File: src/hdl/idalloc_pkg.sv
// shared types, constants and codes for the id allocator with reuse delay
// no dependencies; used by the interfaces and every module of the block
package idalloc_pkg;

    localparam int ID_BITS        = 10;
    localparam int COUNT_BITS     = ID_BITS + 1;
    localparam int POOL_DEPTH     = 1 << ID_BITS;
    localparam int HOLD_DEPTH     = 97;
    localparam int HOLD_POS_BITS  = $clog2(HOLD_DEPTH);
    localparam int HOLD_FILL_BITS = $clog2(HOLD_DEPTH + 1);
    localparam int SEED_BITS      = 32;
    localparam int CFG_DATA_BITS  = 32;

    // seed + held id + ring position + counter, padded to a whole number of radix-4 steps
    localparam int MIX_BITS      = 34;
    localparam int DIV_STEP_BITS = 2;
    localparam int DIV_CYCLES    = MIX_BITS / DIV_STEP_BITS;
    localparam int DIV_CNT_BITS  = $clog2(DIV_CYCLES);

    localparam logic [1:0] OP_ALLOC   = 2'd0;
    localparam logic [1:0] OP_RELEASE = 2'd1;
    localparam logic [1:0] OP_QUERY   = 2'd2;

    localparam logic [1:0] ST_OK        = 2'd0;
    localparam logic [1:0] ST_RANGE     = 2'd1;
    localparam logic [1:0] ST_EXHAUSTED = 2'd2;
    localparam logic [1:0] ST_OVERFLOW  = 2'd3;

    localparam logic CFG_START_ID  = 1'b0;
    localparam logic CFG_PICK_SEED = 1'b1;

    typedef struct packed {
        logic [1:0]         operation;
        logic [ID_BITS-1:0] id_value;
    } t_req;

    typedef struct packed {
        logic [ID_BITS-1:0] granted_id;
        logic               was_issued;
        logic [1:0]         status;
    } t_rsp;

    // controller to datapath
    typedef struct packed {
        logic capture;
        logic div_start;
        logic pool_rd_last;
        logic pick_load;
        logic commit_alloc;
        logic commit_release;
        logic commit_simple;
    } t_cmd;

    // datapath to controller
    typedef struct packed {
        logic [1:0] operation;
        logic       pool_empty;
        logic       in_range;
        logic       div_done;
    } t_stat;

endpackage

File: src/hdl/idalloc_ctrl.sv
// sequencing state machine for the id allocator
// depends on idalloc_pkg; drives the datapath through t_cmd, watches t_stat
module idalloc_ctrl (
    input  logic               i_clk,
    input  logic               i_rst_n,
    input  logic               i_in_valid,
    output logic               o_in_ready,
    output logic               o_out_valid,
    input  logic               i_out_ready,
    input  idalloc_pkg::t_stat i_stat,
    output idalloc_pkg::t_cmd  o_cmd
);

    localparam logic [2:0] S_IDLE     = 3'd0;
    localparam logic [2:0] S_DECODE   = 3'd1;
    localparam logic [2:0] S_DIV      = 3'd2;
    localparam logic [2:0] S_POOL_RD  = 3'd3;
    localparam logic [2:0] S_COMMIT_A = 3'd4;
    localparam logic [2:0] S_COMMIT_R = 3'd5;
    localparam logic [2:0] S_COMMIT_S = 3'd6;

    logic [2:0] r_state;
    logic [2:0] n_state;
    logic       r_out_valid;
    logic       n_out_valid;
    logic       w_out_free;
    logic       w_commit;

    // result register is free when empty or being taken this cycle
    assign w_out_free = !r_out_valid || i_out_ready;

    always_comb begin
        n_state = r_state;
        o_cmd   = '0;
        case (r_state)
            S_IDLE: begin
                o_cmd.capture = i_in_valid;
                if (i_in_valid) begin
                    n_state = S_DECODE;
                end
            end
            S_DECODE: begin
                if (i_stat.operation == idalloc_pkg::OP_ALLOC && !i_stat.pool_empty) begin
                    o_cmd.div_start = 1'b1;
                    n_state         = S_DIV;
                end else if (i_stat.operation == idalloc_pkg::OP_RELEASE && i_stat.in_range) begin
                    n_state = S_COMMIT_R;
                end else begin
                    n_state = S_COMMIT_S;
                end
            end
            S_DIV: begin
                if (i_stat.div_done) begin
                    n_state = S_POOL_RD;
                end
            end
            S_POOL_RD: begin
                o_cmd.pool_rd_last = 1'b1;
                o_cmd.pick_load    = 1'b1;
                n_state            = S_COMMIT_A;
            end
            S_COMMIT_A: begin
                // keep the last entry on the read port while waiting
                o_cmd.pool_rd_last = 1'b1;
                o_cmd.commit_alloc = w_out_free;
                if (w_out_free) begin
                    n_state = S_IDLE;
                end
            end
            S_COMMIT_R: begin
                o_cmd.commit_release = w_out_free;
                if (w_out_free) begin
                    n_state = S_IDLE;
                end
            end
            S_COMMIT_S: begin
                o_cmd.commit_simple = w_out_free;
                if (w_out_free) begin
                    n_state = S_IDLE;
                end
            end
            default: begin
                n_state = S_IDLE;
            end
        endcase
    end

    assign w_commit = o_cmd.commit_alloc || o_cmd.commit_release || o_cmd.commit_simple;

    always_comb begin
        n_out_valid = r_out_valid;
        if (w_commit) begin
            n_out_valid = 1'b1;
        end else if (r_out_valid && i_out_ready) begin
            n_out_valid = 1'b0;
        end
    end

    always_ff @(posedge i_clk) begin
        if (!i_rst_n) begin
            r_state     <= S_IDLE;
            r_out_valid <= 1'b0;
        end else begin
            r_state     <= n_state;
            r_out_valid <= n_out_valid;
        end
    end

    assign o_in_ready  = (r_state == S_IDLE);
    assign o_out_valid = r_out_valid;

endmodule

File: config.mk
export PLATFORM = sky130hd
export DESIGN_NAME = idalloc_ctrl
export DESIGN_NICKNAME = d
export VERILOG_FILES = /design/src/hdl/idalloc_pkg.sv /design/src/hdl/idalloc_ctrl.sv
export SDC_FILE = /design/constraint.sdc
export NUM_CORES = 1
export LEC_CHECK = 0
export BUFFER_PORTS_ARGS = -buffer_cell sky130_fd_sc_hd__buf_2
export CORE_AREA = 2 2 39 41
export DETAILED_ROUTE_END_ITERATION = 10
export DIE_AREA = 0 0 41 43
export PLACE_DENSITY = 0.53
export SLEW_MARGIN = 20
export SYNTH_ARGS = -nofsm -noshare
export SYNTH_HDL_FRONTEND = slang
export SYNTH_SLANG_ARGS = --single-unit
File: constraint.sdc
create_clock -name i_clk -period 1.2 [get_ports i_clk]
set_input_delay 0 -clock i_clk [delete_from_list [all_inputs] [get_ports i_clk]]
set_output_delay 0 -clock i_clk [all_outputs]
set_load 0.02 [all_outputs]
==> impl_metrics.py <==
metrics = {
    "yosys": {
        "netlist_top_cells_area": "dfxtp_1 (28%), nand2b_1 (8.8%), buf_6 (7.9%), nor2_1 (5.3%), mux2_2 (4.0%)",
        "synth_top_cells_by_count": "dfxtp_1 (4), nand2b_1 (4), nor2_1 (4)",
        "netlist_area_um2": 284,
        "synth_cell_type_count": 22,
        "yosysSeqAreaShare_pct": 28.2,
        "syn_area_per_cell_um2": 8.11,
        "netlist.area_leader.share_pct": 28.2,
        "ys_async_sr_fraction_pct": 0,
        "ys_seq_elements": 4,
        "synth-edff-count": 0,
        "synthCells": 35,
        "synth_flop_cell": "dfxtp_1",
        "syn-num-nets": 44,
        "yosysWarnings": 0,
        "synth_area_leader_cell": "dfxtp_1",
    },
    "worst_hold_path": {
        "hold_depth": 3,
        "hold_class": "in2reg",
    },
    "power_and_ir_drop": {
        "powerDensity_mw_per_mm2": 1040,
        "power.internal_uw": 326,
        "p_leak_uw": 0.000207,
        "clockPowerShare_pct": 36.0,
        "p_comb_share_pct": 28.4,
        "switching_share_pct": 30.5,
        "total_power_uw": 469,
        "seq_power_share_pct": 35.6,
        "p_switching_uw": 143,
        "ir_worst_vdd_mv": 0.346,
    },
    "floorplan": {
        "die_w_um": 41,
        "core-area_mm2": 0.00138,
        "initial_utilization_pct": 20.5,
        "row_count": 14,
        "die_h_um": 43,
        "dieArea_mm2": 0.00176,
        "io_pins": 18,
    },
    "route": {
        "vias_per_cell": 4.17,
        "wl_um": 642,
        "wl_per_cell_um": 8.92,
        "via_count": 300,
        "firstDrtPassIters": 2,
        "drc": 0,
        "final_antenna_net_count": 0,
        "drt_iter0_drc": 8,
    },
    "timing": {
        "final_max_slew_viol_count": 0,
        "fin_tns_setup_ns": 0,
        "setup_violations": 0,
        "rsz0062_at_grt": "yes",
        "fin_ws_ns": 0.0596,
        "post-route-period-util_pct": 95.0,
        "finalHoldViolations": 0,
        "worst_pin_slew_ns": 0.241,
        "skew_ns": 0.00589,
        "maxClockFrequency_mhz": 877,
        "slew_headroom_pct": 83.8,
        "period_needed_ns": 1.14,
    },
    "critical_path": {
        "worstSetupStartpointType": "flip-flop",
        "crit_required_ns": 1.20,
        "critPathKind": "reg2out",
        "reg2reg_depth": 2,
        "critPathMaxFanout": 8,
        "endpoint_kind": "output pin",
        "cp_data_arrival_time_ns": 1.14,
    },
    "run": {
        "cap_violations": 0,
    },
    "clock_network": {
        "clock-sinks": 4,
        "cts_buffer_depth": 2,
        "cts-buffers-inserted": 3,
        "h-tree-depth": 1,
        "cts.clk_slew.worst_paths_ns": 0.04,
        "tritoncts": "done",
        "clkLatencyLatePin_ns": 0.24,
        "cts-root-buf": "clkbuf_4",
    },
    "placement": {
        "post-place-ws_ns": 0.0365,
        "io_buffers": 17,
        "place.gp.congestion": 0.680,
        "placed_cell_area_um2": 379,
        "dp.final_hpwl_um": 524,
    },
    "grt": {
        "grt-ovfl-total": 0,
        "grt_pass1_vias": 265,
        "antenna_found_initial": 0,
        "grt_use_total_pct": 9.14,
        "grt_max_degree": 10,
        "grt_first_pass_wirelength_mm": 1.04,
    },
    "cells_and_area": {
        "drive_above_1_share_pct": 53.6,
        "final_nets": 67,
        "areaGrowthSynthToFinish_pct": 58.6,
        "insertedDiodeCount": 0,
        "fin_area_um2": 450,
        "postLayoutCoreUtil_pct": 32.5,
    },
    "outcome": {
        "status": "finished clean",
    },
}
registers in the layout (all words and copies together), names as in the netlist:
name         flops
r_state          3
o_out_valid      1
cell usage in the layout, fill, tap and decap left out:
| master | instances |
|---|---|
| a21bo_2 | 1 |
| nand3b_1 | 1 |
| buf_4 | 3 |
| and2_1 | 1 |
| dfxtp_4 | 2 |
| nor3b_1 | 1 |
| nand2b_1 | 3 |
| o22ai_1 | 1 |
| inv_1 | 1 |
| nor3_4 | 1 |
| buf_2 | 16 |
| or4_1 | 1 |
| or2b_1 | 1 |
| nand2b_4 | 1 |
| clkbuf_4 | 3 |
| nor4_2 | 1 |
| o22a_1 | 1 |
| nor3_1 | 1 |
| o31ai_1 | 1 |
| nor2b_1 | 1 |
| dfxtp_2 | 1 |
| mux2_2 | 1 |
| dlygate4sd3_1 | 1 |
| a21oi_1 | 2 |
| dfxtp_1 | 1 |
| nand2_1 | 2 |
| nor2_1 | 4 |
| mux2i_1 | 1 |
| o21a_1 | 1 |
cell type report:
class                           instances  area [um^2]
Fill cell                             150          933
Multi-Input combinational cell         28          203
Timing Repair Buffer                   20          113
Sequential cell                         4         88.8
Clock buffer                            3         22.5
Tap cell                               16         20.0
Inverter                                1         3.75
critical path: stages (launching register included):
cell	delay, ns
dfxtp_4	0.37
buf_4	0.13
nand2_1	0.08
nor3_1	0.14
buf_2	0.19
logic make-up after synthesis:
group                  count (synthesis)  share of synthesized area (%)
muxes                                  2                           7.49
AOI/OAI and AO/OA                      7                           17.6
and+or+nand+nor                       19                           37.5
buffers and inverters                  3                           9.25
DFF                                    4                           28.2
worst paths after layout:
| path | start | endpoint | slack, ns |
|---|---|---|---|
| worst max-delay path | r_state[2] | o_cmd[2] | 0.06 |
| worst min-delay path | i_out_ready | o_out_valid | 0.08 |
| worst max register to register | r_state[0] | r_state[0] | 0.15 |
| worst min register to register | o_out_valid | o_out_valid | 0.53 |
per-stage QoR:
stage | cells | hold WS, ns
after global routing | 72 | 0.0994
after detailed placement | 67 | 0.230
after CTS | 71 | 0.153
final | 72 | 0.0811
after global placement | 67 | 0.225
after floorplan | 35 | 0.118
power groups by stage:
stage	Sequential, uW	Combinational [uW]	Clock [uW]
after floorplan	156	94.6	0
after global placement	165	119	0
final	167	133	169
after CTS	166	123	175
after detailed placement	166	119	0
after global routing	170	147	185
routing by layer:
layer  vias up  global-route usage (%)  share of wire [%]
met5         -                       0                  0
met4         0                    10.0                  0
met3         0                    1.57                4.4
met2         7                    11.9                 50
met1       128                    11.3                 46
li1        165                       -                  -
repair_timing:
item | 4_1_cts | 5_1_grt
setup buffers | 0 | 1
cloned | 0 | 0
pin swaps | 1 | 1
setup endpoints to repair | 5 | 6
resized for setup | 3 | 6
hold endpoints to repair | 1 | 0
hold buffers | 1 | 0
Power figures use the tool's default switching activity.
